`config.mk`:
```
export PLATFORM = sky130hd
export DESIGN_NAME = lgbp_ram
export DESIGN_NICKNAME = d
export VERILOG_FILES = /design/src/hdl/lgbp_ram.sv
export SDC_FILE = /design/constraint.sdc
export NUM_CORES = 1
export LEC_CHECK = 0
export BUFFER_PORTS_ARGS = -buffer_cell sky130_fd_sc_hd__buf_2
export CELL_PAD_IN_SITES_DETAIL_PLACEMENT = 1
export CELL_PAD_IN_SITES_GLOBAL_PLACEMENT = 1
export CORE_ASPECT_RATIO = 0.8
export CORE_MARGIN = 2
export CORE_UTILIZATION = 53
export CTS_CLUSTER_DIAMETER = 50
export DETAILED_ROUTE_END_ITERATION = 10
export GPL_TIMING_DRIVEN = 0
export MAX_ROUTING_LAYER = met4
export PLACE_DENSITY_LB_ADDON = 0.08
export SETUP_SLACK_MARGIN = 0.1
export SYNTH_ARGS = -nofsm -noshare
export SYNTH_HDL_FRONTEND = slang
export SYNTH_SLANG_ARGS = --single-unit
```
`constraint.sdc`:
```
create_clock -name clk -period 2.05 [get_ports clk]
set_input_delay 0.41 -clock clk [delete_from_list [all_inputs] [get_ports clk]]
set_output_delay 0.41 -clock clk [all_outputs]
set_load 0.02 [all_outputs]
```
`src/hdl/lgbp_ram.sv`:
```
// generic simple dual-port ram: one write port, one read port, registered read
// no dependencies
module lgbp_ram #(
  parameter int WIDTH = 8,
  parameter int DEPTH = 16
) (
  input  logic                     clk,
  input  logic                     we,
  input  logic [$clog2(DEPTH)-1:0] waddr,
  input  logic [WIDTH-1:0]         wdata,
  input  logic [$clog2(DEPTH)-1:0] raddr,
  output logic [WIDTH-1:0]         rdata
);

  logic [WIDTH-1:0] mem [DEPTH];

  // write port and registered read port
  always_ff @(posedge clk) begin
    if (we) begin
      mem[waddr] <= wdata;
    end
    rdata <= mem[raddr];
  end

endmodule

```
==> out/qor.yml <==
sta:
  setup_viol: 0
  rsz0062_at_grt: "no"
  maxSlewHeadroom_pct: 10.4
  maxSlewViolCount: 0
  fin_setup_tns_ns: 0
  fmax_mhz: 544
  final_hold_viol_count: 0
  skew_ns: 0.00489
  max_slew.worst_pin.slew_ns: 1.33
  timing.final.crit_period_ns: 1.84
  fin_crit_sh_pct: 89.6
layout:
  n_antenna_cell: 0
  final_util_pct: 63.1
  nFillCells: 775
  layout-drive-gt1-share_pct: 29.8
  syn_to_final_growth_pct: 16.8
  nets: 290
  final_area_mm2: 0.00601
worst_setup_path:
  r2r_cells: 3
  r2r_setup_slack_ns: 0.63
  end_kind: "flop"
  path_max_fanout: 8
  regToRegStartpoint: "mem[6][0]"
  crit_type: "in2reg"
  startpoint_type: "primary input"
  worstPathArrival_ns: 1.86
  required_ns: 2.07
  reg2reg_to: "rdata[0]"
detailed_routing:
  drc: 0
  avgRoutedWirePerCell_um: 26.8
  drt_first_pass_iters: 5
  drt_iter0_drc: 263
  post_drt_via_cell_ratio: 6.06
  dr_total_vias: 2448
  postRouteAntennaNets: 0
  totalWireLength_um: 10800
floorplan:
  ios: 26
  die_width_um: 114
  die-area_mm2: 0.0105
  initial_core_util_pct: 54.0
  die_height_um: 92.1
  num_rows: 32
  coreArea_mm2: 0.00953
yosys:
  syn-cell-area_mm2: 0.00515
  synth_area_leaders: "edfxtp_1 (75%), mux4_2 (7.9%), mux4_1 (7.1%), dfxtp_1 (3.1%), a22oi_1 (2.3%)"
  syn_avg_cell_area_um2: 22.5
  syn_nets: 247
  ys_warn_count: 0
  synthDistinctLibCells: 19
  netlist.area_leader.share_pct: 74.7
  synth_seq_cells: 136
  synth_area_leader_cell: "edfxtp_1"
  seq_area_frac_synth_pct: 77.8
  postSynthCellCount: 229
placement:
  dpl_cell_area_mm2: 0.00542
  gp_congestion: 0.701
  io_buffers: 24
  hpwl_um: 6710
clock_network:
  clk_pin_slew_ns: 0.06
  cts_made_buffers: 17
  root_buffer: "clkbuf_16"
  htree_levels: 4
  post_cts_buffers: 0
  cts_tree: "yes"
  clock_latency_ns: 0.42
  clock_path_buffers: 2
  hold_buffers: 0
  clock_sinks: 136
power:
  p_leak_nw: 2.02
  vdd_drop_max_v: 0.000811
  power.total_mw: 6.48
  power_density_mw_per_mm2: 1080
worst_hold_path:
  hold_start: "wdata[4]"
  min_path_type: "in2reg"
  whs_endpoint: "mem[5][4]"
  min_path_cells: 1
global_route:
  grt_use_total_pct: 23.7
  grt_overflow: 0
  antenna_found_initial: 0
  grt_start_max_net_pins: 17
  grt_pass1_wl_um: 16400
  grt_pass1_vias: 2538
outcome:
  status: "completed"
flow_run:
  drv_cap: 0
[worst max-delay path, stage by stage]
cell      delay [ns]
buf_2           0.12
nand3b_1        0.27
nor3_1          1.06
[how the worst max path moves through the flow]
stage / start / slack, ns / to / cells past startpoint
final: waddr[2] / 0.21 / mem[8][6] / 3
after global routing: waddr[2] / 0.13 / mem[8][3] / 3
after CTS: waddr[2] / 0.19 / mem[8][6] / 3
after detailed placement: waddr[2] / -0.53 / mem[0][7] / 3
after global placement: waddr[2] / -0.43 / mem[0][0] / 3
after floorplan: waddr[2] / 0.15 / mem[0][0] / 2
[flip-flops by register name, summed over array words and instances (netlist names)]
name / count
rdata: 8
mem: 128
[per-stage QoR]
stage / setup WS [ns] / hold slack (ns) / std cells
2_1_floorplan: 0.147 / 0.509 / 229
3_3_place_gp: -0.427 / 0.672 / 372
3_5_place_dp: -0.529 / 0.682 / 372
4_1_cts: 0.194 / 0.376 / 404
5_1_grt: 0.128 / 0.392 / 404
6_report: 0.213 / 0.389 / 404
[routing by layer]
layer | global-route usage (%) | share of wire (%) | wire (um)
met2 | 31.5 | 44 | 4810
met5 | - | 0 | 0
met1 | 34.9 | 48 | 5170
met3 | 7.80 | 6.2 | 667
met4 | 7.72 | 1.7 | 180
[cell type report]
cell class / count / area (um2) / area share (%)
clock buffer: 17 / 425 / 7.08
multi-input combinational: 83 / 1060 / 17.7
tap: 119 / 149 / 2.48
timing repair buffer: 24 / 120 / 2.00
buffer: 10 / 86.3 / 1.44
sequential: 136 / 4000 / 66.6
clock inverter: 15 / 165 / 2.75
[kinds of logic (layout without fill, tap and decap cells)]
family	Yosys count	after routing	share of synthesized area, %
flops	136	136	77.8
mux	32	32	15.0
compound gates	16	16	2.33
buf+inv	10	66	1.68
simple gates	35	35	3.18
[power breakdown]
| part | total, mW | internal (mW) | switching (mW) |
|---|---|---|---|
| Combinational | 0.324 | 0.124 | 0.200 |
| Clock | 3.04 | 1.81 | 1.22 |
| Sequential | 3.12 | 3.11 | 0.0149 |
| Total | 6.48 | 5.04 | 1.44 |
[cells in the final DEF, fill, tap and decap left out]
cell               n
clkinv_1           1
nand3_1            1
clkinvlp_4         3
buf_6              3
mux4_1            14
clkdlybuf4s25_2    3
nand2_1            9
a22oi_1           16
buf_2             27
mux4_2            18
and2_1             1
nor2b_1            1
nor2_1            13
clkinv_4           3
and2b_1            1
nor3_1             3
bufinv_16          2
edfxtp_1         128
buf_4              1
nand3b_1           2
dfxtp_1            8
clkbuf_16         17
nor3_2             1
inv_6              6
or3b_2             1
nand2b_1           2
[synth_stat cells]
master and instances:
nor2b_1 1, mux4_2 18, and2_1 1, buf_2 3, dfxtp_1 8, or3b_2 1
buf_6 3, nand3_1 1, a22oi_1 16, nand2b_1 2, clkdlybuf4s25_2 3, mux4_1 14
nor3_1 4, nor2_1 13, buf_4 1, nand2_1 9, nand3b_1 2, and2b_1 1
edfxtp_1 128
[repair_timing]
item                                   CTS  global route
setup endpoints to repair                8             0
gates resized for setup                  1             0
endpoints found under the hold margin    0             0
Power figures use the tool's default switching activity.
