**src/hdl/lgbp_join.sv**
```systemverilog
// shared segment merge unit: combines a left and a right tree segment
// no dependencies; used for tree updates, prefix gathering and the trailing gap
module lgbp_join #(
  parameter int VW = 10
) (
  input  logic          a_has,
  input  logic [VW-1:0] a_gap,
  input  logic [VW-1:0] a_first,
  input  logic [VW-1:0] a_last,
  input  logic          b_has,
  input  logic [VW-1:0] b_gap,
  input  logic [VW-1:0] b_first,
  input  logic [VW-1:0] b_last,
  output logic          r_has,
  output logic [VW-1:0] r_gap,
  output logic [VW-1:0] r_first,
  output logic [VW-1:0] r_last
);

  logic [VW-1:0] span;
  logic [VW-1:0] inner_max;
  logic          span_ok;

  // span across the seam between the two segments
  assign span      = b_first - a_last;
  assign span_ok   = a_has && b_has && (b_first >= a_last);
  assign inner_max = (a_gap > b_gap) ? a_gap : b_gap;

  // merged segment
  assign r_has   = a_has || b_has;
  assign r_first = a_has ? a_first : b_first;
  assign r_last  = b_has ? b_last : a_last;
  assign r_gap   = (span_ok && (span > inner_max)) ? span : inner_max;

endmodule

```
**config.mk**
```make
export PLATFORM = sky130hd
export DESIGN_NAME = lgbp_join
export DESIGN_NICKNAME = d
export VERILOG_FILES = /design/src/hdl/lgbp_join.sv
export SDC_FILE = /design/constraint.sdc
export NUM_CORES = 1
export LEC_CHECK = 0
export BUFFER_PORTS_ARGS = -buffer_cell sky130_fd_sc_hd__buf_2
export CAP_MARGIN = 20
export CORE_MARGIN = 5
export CORE_UTILIZATION = 41
export DETAILED_ROUTE_END_ITERATION = 8
export GPL_TIMING_DRIVEN = 0
export PLACE_DENSITY = 0.87
export SYNTH_ARGS = -nofsm -noshare
export SYNTH_HDL_FRONTEND = slang
export SYNTH_SLANG_ARGS = --single-unit
```
**constraint.sdc**
```tcl
create_clock -name vclk -period 3.4
set_input_delay 0.34 -clock vclk [all_inputs]
set_output_delay 0.34 -clock vclk [all_outputs]
set_load 0.005 [all_outputs]
```
==> flow_summary_export.csv, run 1 <==
group,metric,value,unit
route,wl,5007,um
layout,layout_common_cells,"81 x buf_2, 27 x inv_1, 19 x ha_1, 15 x nand2_1",
power_and_ir_drop,ir_drop,0.09752,mV
hold_path,hp-class,"input port to output port",
synth,synth_cell_types,36,
global_routing,grt_overflow,0,
timing,fin_ws,-0.4604,ns
synth,synth-simple-area-share,0.1393,
route,wl_per_cell,14.39,um
timing,finalCritPeriodShare,1.135,
placed_design,dp.final_hpwl,3596,um
route,ant_nets,0,
floorplanning,start_util,0.4293,
global_routing,grt_pass1_wl,7044,um
setup_path,cp-start-kind,"input port",
setup_path,critPathRequiredTime,3.06,ns
placed_design,place_congestion,0.8402,
setup_path,arrival,3.52,ns
route,firstDrtPassIters,4,
synth,yosys-mux-area-fraction,0.2425,
power_and_ir_drop,leakage,1.211,nW
layout,drive_gt1_frac,0.5397,
hold_path,min_to,"r_last[2]",
synth,synth_top_family_by_area,"adder cells",
synth,syn_nets,289,
timing,timing.fmax,0.2590,GHz
synth,synth-xor-area-share,0.04213,
setup_path,end_kind,"output port",
floorplanning,row_count,21,
floorplanning,core,3390,sq um
run_status,status,"finished, violations left",
run_status,violations,"negative setup slack",
clock_network,hold_buffers,0,
setup_path,crit_fanout,7,
timing,rsz0062_at_grt,"yes",
global_routing,grt_max_degree,11,
setup_path,crit_type,"input port to output port",
synth,synth_fa_ha_area_frac,0.2717,
route,drt_iter0_markers,60,
synth,synth-compound-area-share,0.1935,
route,vias,1815,
layout,final_common_cell,"buf_2",
timing,finalHoldViolations,0,
timing,relSlewSlack,0.6536,
placed_design,pre_cts_slack,-0.5568,ns
flow_run,max_cap_viol_count,0,
timing,drv_slew,0,
route,drc,0,
layout,layout.area.seq,0,sq um
synth,ys_seq_area_frac,0,
layout,n_clock_buffer,0,
hold_path,hold_depth,4,
layout,finalNetCount,397,
layout,area_growth,66.81,%
global_routing,antenna_found_initial,0,
floorplanning,pin_count,93,
timing,worst_pin_slew,0.5197,ns
floorplanning,dieHeight,69.58,um
route,viasPerCell,5.216,
global_routing,grt.total_usage,0.1655,
layout,seq_cells,0,
timing,holdWs,0.9519,ns
synth,syn_area,1455,sq um
timing,setup_viol,10,
timing,min_period,3.860,ns
floorplanning,die_w,69.58,um
synth,syn_avg_cell_area,7.424,sq um
layout,n_antenna_cell,0,
floorplanning,die_area,4841,sq um
power_and_ir_drop,p_per_area,197.6,nW/um^2
synth,postSynthCellCount,196,
placed_design,port_buffers,93,
hold_path,hold_path.startpoint,"b_last[2]",
global_routing,grt_pass1_vias,1642,
synth,synth_warnings,0,
cells in the mapped netlist, types with 2 or more instances:
library cell	instances	area, sq um
a211oi_1	6	45.04
a21o_1	4	30.03
a21oi_1	9	45.04
a21oi_2	2	17.52
clkbuf_1	2	7.510
ha_1	30	375.4
inv_1	35	131.4
mux2_2	14	157.7
mux2_4	3	45.04
mux2i_1	15	150.1
nand2_1	15	56.30
nand2b_1	3	18.77
nand3_1	3	15.01
nand4_1	7	43.79
nor2_1	7	26.28
nor3_1	2	10.01
o211ai_1	2	15.01
o21ai_0	12	60.06
o21ai_1	3	15.01
xnor2_1	5	43.79
xor2_1	2	17.52
cell type report:
cell class                 count  area (sq um)
tap                           46         57.56
inverter                      35         143.9
timing repair buffer         106         660.6
fill                         246         962.2
buffer                         5         33.78
multi-input combinational    156          1531
metrics by stage:
step	total power [W]	instance area (sq um)	utilization	setup TNS, ns	instances
final	0.0004796	2427	0.7161	-4.387	348
after global routing	0.0005319	2427	0.7161	-6.744	348
after CTS	0.0004110	2182	0.6438	-3.819	344
after detailed placement	0.0003586	1986	0.5858	-4.494	335
after global placement	0.0003479	1986	0.5858	-3.918	335
after floorplan	0.0002380	1463	-	-0.02794	196
where the power goes:
part	switching, W	total [W]	internal [W]
Clock	0	0	0
Combinational	0.000230	0.000480	0.000250
Sequential	0	0	0
kinds of logic after synthesis:
kind of cell | after synthesis
AOI/OAI and AO/OA | 44
and+or+nand+nor | 42
buffers and inverters | 40
muxes | 32
adders and majority gates | 31
xor gates and xnor gates | 7
worst max path at each step:
stage	startpoint	end	slack, ns	cells past startpoint
after floorplan	b_gap[5]	r_gap[0]	-0.009	17
after global placement	b_first[0]	r_gap[9]	-0.49	19
after detailed placement	b_first[0]	r_gap[9]	-0.56	19
after CTS	b_first[0]	r_gap[9]	-0.41	19
after global routing	b_gap[4]	r_gap[2]	-0.70	20
final	b_gap[4]	r_gap[9]	-0.46	19
worst max-delay path, cell delays in order:
cell and delay, ns:
buf_2 0.10, inv_1 0.06, ha_4 0.27, nand4_1 0.17, a211oi_2 0.21, a2111oi_2 0.08, a31oi_1 0.24, buf_6 0.20
mux2_4 0.32, inv_2 0.08, ha_4 0.19, nand4_1 0.17, nor2_1 0.08, nand3_1 0.09, nand4_1 0.11, a211oi_2 0.18
buf_6 0.18, mux2_4 0.32, buf_6 0.12
layer usage:
metal | GRT usage | wire length, um
met5 | 0 | 0
met4 | 0.01085 | 86
met3 | 0.02899 | 319
met2 | 0.3178 | 2601
met1 | 0.1969 | 2000
repair_timing:
action                                  in CTS  in global routing
gates resized for setup                     25                 45
gates cloned                                 1                  0
pin swaps                                   21                 21
setup buffers                                8                  4
endpoints found under the setup margin      10                 10
Power figures use the tool's default switching activity.
==> run 2, diff against run 1 <==
- CELL_PAD_IN_SITES_DETAIL_PLACEMENT: not set -> 1
- CELL_PAD_IN_SITES_GLOBAL_PLACEMENT: not set -> 1
- CORE_UTILIZATION: 41 -> 27
- PLACE_DENSITY: 0.87 -> 0.86
==> run 2 against run 1 <==
  * Total power rose by 11%
  * Critical endpoint is now r_gap[5]
  * Sequential share of layout area unchanged
  * Combinational power rose by 11%
  * Maximum frequency shrank 4.6%
  * The run still ends with negative setup slack left
  * Cell count rose by 9.2%
  * Non-clock buffer count grew 8
  * Critical path depth up 1
  * Global-route usage down 0.89 points
==> flow_summary_export.csv, run 2 (synthesis gave the netlist of run 1 again) <==
group,metric,value,unit
timing,finalCritPeriodShare,1.190,
run_status,status,"finished, violations left",
layout,area_growth,79.28,%
layout,n_clock_buffer,0,
floorplanning,die_area,6957,sq um
setup_path,end_kind,"output port",
global_routing,grt_max_degree,11,
layout,final_common_cell,"buf_2",
route,drc,0,
run_status,violations,"negative setup slack",
setup_path,crit_fanout,7,
timing,fin_ws,-0.6474,ns
global_routing,antenna_found_initial,0,
timing,drv_slew,0,
timing,finalHoldViolations,0,
route,vias,1927,
placed_design,pre_cts_slack,-0.6114,ns
power_and_ir_drop,p_total,0.0005325,W
global_routing,grt_overflow,0,
placed_design,placedCellCount,359,
timing,worst_pin_slew,0.5696,ns
setup_path,path_common_cell,"buf_6",
power_and_ir_drop,ir_drop,0.06580,mV
layout,layout_common_cells,"74 x buf_2, 25 x inv_1, 21 x buf_6, 19 x ha_1, 16 x buf_4",
floorplanning,pin_count,93,
floorplanning,row_count,26,
setup_path,cp-start-kind,"input port",
timing,rsz0062_at_grt,"yes",
flow_run,max_cap_viol_count,0,
global_routing,grt_pass1_vias,2088,
placed_design,port_buffers,93,
power_and_ir_drop,switching_share,0.4834,
power_and_ir_drop,power.share.combinational,1.000,
layout,n_fill_cell,634,
route,ant_nets,0,
global_routing,gr-usage-met3,0.02079,
floorplanning,die_w,83.41,um
timing,setup_viol,10,
power_and_ir_drop,p_switching,0.0002574,W
setup_path,crit_path_cell_trace,"buf_2, inv_1, ha_4, nand2b_1, a211oi_2, a2111oi_4, a31oi_2, buf_6, mux2_4, inv_4, ha_4, nand4_1, nor2_1, nand3_1, nand4_1, a211oi_2, buf_6, buf_6, mux2i_2, buf_2",
layout,layout.area.seq,0,sq um
layout,n_antenna_cell,0,
route,wl_per_cell,17.33,um
setup_path,crit_family,"buffers and inverters",
layout,drive_gt1_frac,0.5613,
layout,finalNetCount,405,
setup_path,critPathRequiredTime,3.06,ns
route,firstDrtPassIters,4,
placed_design,place_congestion,0.7792,
global_routing,use_met2,0.3236,
global_routing,grt_pass1_wl,9432,um
power_and_ir_drop,p_per_area,204.1,nW/um^2
setup_path,crit_type,"input port to output port",
route,drt_iter0_markers,53,
hold_path,hp-class,"input port to output port",
floorplanning,dieHeight,83.41,um
power_and_ir_drop,clkPwrFrac,0,
global_routing,use_met1,0.1674,
floorplanning,core,5172,sq um
timing,min_period,4.047,ns
power_and_ir_drop,internal-power,0.0002751,W
setup_path,cpMaxStageDelayCell,"mux2_4",
power_and_ir_drop,leakage,1.277,nW
layout,post_layout_nonfiller_instances,380,
timing,holdWs,0.9536,ns
placed_design,dp.final_hpwl,4592,um
timing,timing.fmax,0.2471,GHz
setup_path,worst_path_largest_cell_delay,0.33,ns
layout,multi_input_area,1562,sq um
global_routing,top_usage_layer,"met2",
route,wl,6585,um
timing,relSlewSlack,0.6202,
floorplanning,start_util,0.2813,
route,viasPerCell,5.071,
layout,seq_cells,0,
power_and_ir_drop,p_seq_frac,0,
global_routing,grt.total_usage,0.1566,
setup_path,arrival,3.71,ns
setup_path,crit_buf_inv,7,
run 2: cell types whose count changed in the layout (fill, tap and decap cells not counted), sizes merged:
cell and delta:
buf +8
run 2: path summary, 6_finish.rpt:
kind	from	end	slack, ns	cells after the start
worst min-delay path	b_last[7]	r_last[7]	0.95	4
worst max-delay path	b_gap[1]	r_gap[5]	-0.65	20
run 2: layout make-up:
cell class,count,share of cell area
multi-input cells,156,0.5986
inverters,35,0.05611
well taps,70,0.03357
plain buffers,5,0.01295
repair buffers,114,0.2988
run 2: repair_timing:
action | CTS | global route
endpoints found under the hold margin | 0 | 0
hold buffers | 0 | 0
setup endpoints to repair | 10 | 10
gates cloned | 1 | 0
pin swaps | 26 | 4
resized for setup | 53 | 35
setup buffers | 14 | 6
run 2: stage by stage:
step | area (sq um) | setup TNS, ns | utilization
after floorplan | 1463 | -0.02794 | -
after global placement | 2016 | -4.279 | 0.3897
after detailed placement | 2016 | -5.082 | 0.3897
after CTS | 2409 | -4.231 | 0.4657
after global routing | 2609 | -7.041 | 0.5044
final | 2609 | -5.906 | 0.5044
run 2: power groups by stage:
stage	logic (W)	clock network [W]	registers, W
after floorplan	0.000238	0	0
after global placement	0.000358	0	0
after detailed placement	0.000374	0	0
after CTS	0.000463	0	0
after global routing	0.000578	0	0
final	0.000532	0	0
run 2: per-layer routing:
metal  up-vias  part of all wire  routed length, um
met5         -                 0                  0
met4         0             0.024                159
met3        15             0.041                271
met2        60              0.54               3585
met1       927              0.39               2569
li1        925                 -                  -
==> run 3, diff against run 2 <==
- CORE_UTILIZATION: 27 -> 30
- PLACE_DENSITY: 0.86 -> 0.9
- clock period: 3.4 -> 3.8 ns (I/O delays scaled with it)
==> run 3 against run 2 <==
  * The run still ends with negative setup slack left
  * Via count increased by 1.7%
  * First-iteration DRC count increased by 21%
  * Cell count decreased by 2.1%
  * Cell area decreased by 5.7%
  * Hold slack improved by 0.089 ns
  * Wire length increased by 4.5%
  * Die area decreased by 8.8%
  * Critical path depth decreased by 2
  * Sequential share of layout area unchanged
  * Flip-flop and latch count unchanged
  * Largest power group unchanged
  * Highest routed layer unchanged
==> flow_summary_export.csv, run 3 (synthesis gave the netlist of run 1 again) <==
group,metric,value,unit
run_status,status,"finished, violations left",
run_status,violations,"negative setup slack",
route,drt_iter0_markers,64,
global_routing,grt.total_usage,0.2088,
timing,min_period,4.225,ns
layout,layout_common_cells,"81 x buf_2, 26 x inv_1, 21 x ha_1, 15 x nand2_1, 13 x buf_4",
timing,rsz0062_at_grt,"yes",
global_routing,grt_max_degree,11,
timing,timing.fmax,0.2367,GHz
global_routing,antenna_found_initial,0,
layout,layout.area.seq,0,sq um
route,firstDrtPassIters,4,
hold_path,hp-class,"input port to output port",
timing,fin_ws,-0.4249,ns
power_and_ir_drop,leakage,1.233,nW
floorplanning,core,4723,sq um
power_and_ir_drop,clkPwrFrac,0,
timing,worst_pin_slew,0.5750,ns
layout,drive_gt1_frac,0.5410,
layout,n_antenna_cell,0,
power_and_ir_drop,p_seq_frac,0,
timing,relSlewSlack,0.6167,
power_and_ir_drop,ir_drop,0.06543,mV
flow_run,max_cap_viol_count,0,
route,vias,1960,
global_routing,grt_overflow,0,
clock_network,hold_buffers,0,
placed_design,port_buffers,93,
floorplanning,die_area,6343,sq um
setup_path,arrival,3.84,ns
layout,finalNetCount,400,
route,wl_per_cell,18.49,um
setup_path,cp-start-kind,"input port",
hold_path,hold_depth,4,
power_and_ir_drop,internal-power,0.0002288,W
placed_design,place_congestion,0.8035,
power_and_ir_drop,p_switching,0.0002288,W
route,wl,6880,um
route,ant_nets,0,
floorplanning,start_util,0.3081,
floorplanning,row_count,25,
setup_path,crit_fanout,5,
timing,finalHoldViolations,0,
setup_path,crit_type,"input port to output port",
power_and_ir_drop,switching_share,0.4999,
timing,drv_slew,0,
placed_design,pre_cts_slack,-0.4044,ns
layout,final_common_cell,"buf_2",
layout,n_clock_buffer,0,
placed_design,post_dp_cell_area,2004,sq um
layout,final_area,2460,sq um
setup_path,critPathRequiredTime,3.42,ns
setup_path,end_kind,"output port",
timing,finalCritPeriodShare,1.112,
floorplanning,pin_count,93,
layout,seq_cells,0,
layout,area_growth,69.05,%
route,drc,0,
layout,postLayoutCoreUtil,0.5208,
timing,setup_viol,10,
floorplanning,dieHeight,79.65,um
global_routing,grt_pass1_wl,10740,um
power_and_ir_drop,p_per_area,186.0,nW/um^2
power_and_ir_drop,power.share.combinational,1.000,
floorplanning,die_w,79.65,um
placed_design,dp.final_hpwl,4392,um
timing,setup-tns-final,-3.662,ns
route,viasPerCell,5.269,
global_routing,grt_pass1_vias,2193,
[run 3: cell types whose count changed in the layout (fill, tap and decap cells not counted), moves of 2 or more]
cell	before	now
buf_6	21	12
buf_2	74	81
buf_4	16	13
a21oi_1	8	6
a21oi_2	2	4
ha_1	19	21
ha_4	11	9
[run 3: timing repair]
action | in CTS | in global routing
gates resized for setup | 65 | 10
endpoints found under the setup margin | 10 | 10
cloned | 2 | 0
buffers inserted | 13 | 1
pin swaps | 26 | 3
[run 3: final cells by class]
cell class                      count  area [sq um]
Timing Repair Buffer              109         694.4
Buffer                              5         30.03
Inverter                           35         143.9
Fill cell                         587          2263
Multi-Input combinational cell    156          1508
Tap cell                           67         83.83
[run 3: metal layers]
layer / wire [um] / up-vias / global-route usage
met2: 3758 / 80 / 0.4257
met4: 191 / 0 / 0.03436
li1: - / 917 / -
met3: 339 / 16 / 0.02483
met1: 2590 / 947 / 0.2275
met5: 0 / - / 0
[run 3: per-stage QoR]
| step | total power (W) | cells | hold WS, ns |
|---|---|---|---|
| 3_3_place_gp | 0.0003164 | 356 | 1.032 |
| 6_report | 0.0004576 | 372 | 1.043 |
| 3_5_place_dp | 0.0003312 | 356 | 1.039 |
| 2_1_floorplan | 0.0002121 | 196 | 0.8681 |
| 4_1_cts | 0.0004154 | 371 | 1.041 |
| 5_1_grt | 0.0004956 | 372 | 1.065 |
[run 3: path summary, 6_finish.rpt]
check	endpoint	startpoint	slack (ns)
worst max-delay path	r_gap[9]	a_gap[9]	-0.42
worst min-delay path	r_last[8]	b_last[8]	1.04
[run 3: worst max-delay path: stages]
cell and delay, ns:
buf_8 0.10, ha_4 0.26, nand4_1 0.19, a211oi_2 0.30, a2111oi_2 0.08, a31oi_1 0.26, buf_6 0.20, mux2_4 0.34
inv_4 0.07, ha_4 0.20, nand4_1 0.19, nor2_1 0.08, nand3_1 0.09, nand4_1 0.13, a211oi_2 0.28, buf_4 0.24
mux2_4 0.32, buf_6 0.12
[run 3: power by group through the flow]
stage,clock network [W],registers (W),logic (W)
after global placement,0,0,0.000316
final,0,0,0.000458
after detailed placement,0,0,0.000331
after floorplan,0,0,0.000212
after global routing,0,0,0.000496
after CTS,0,0,0.000415
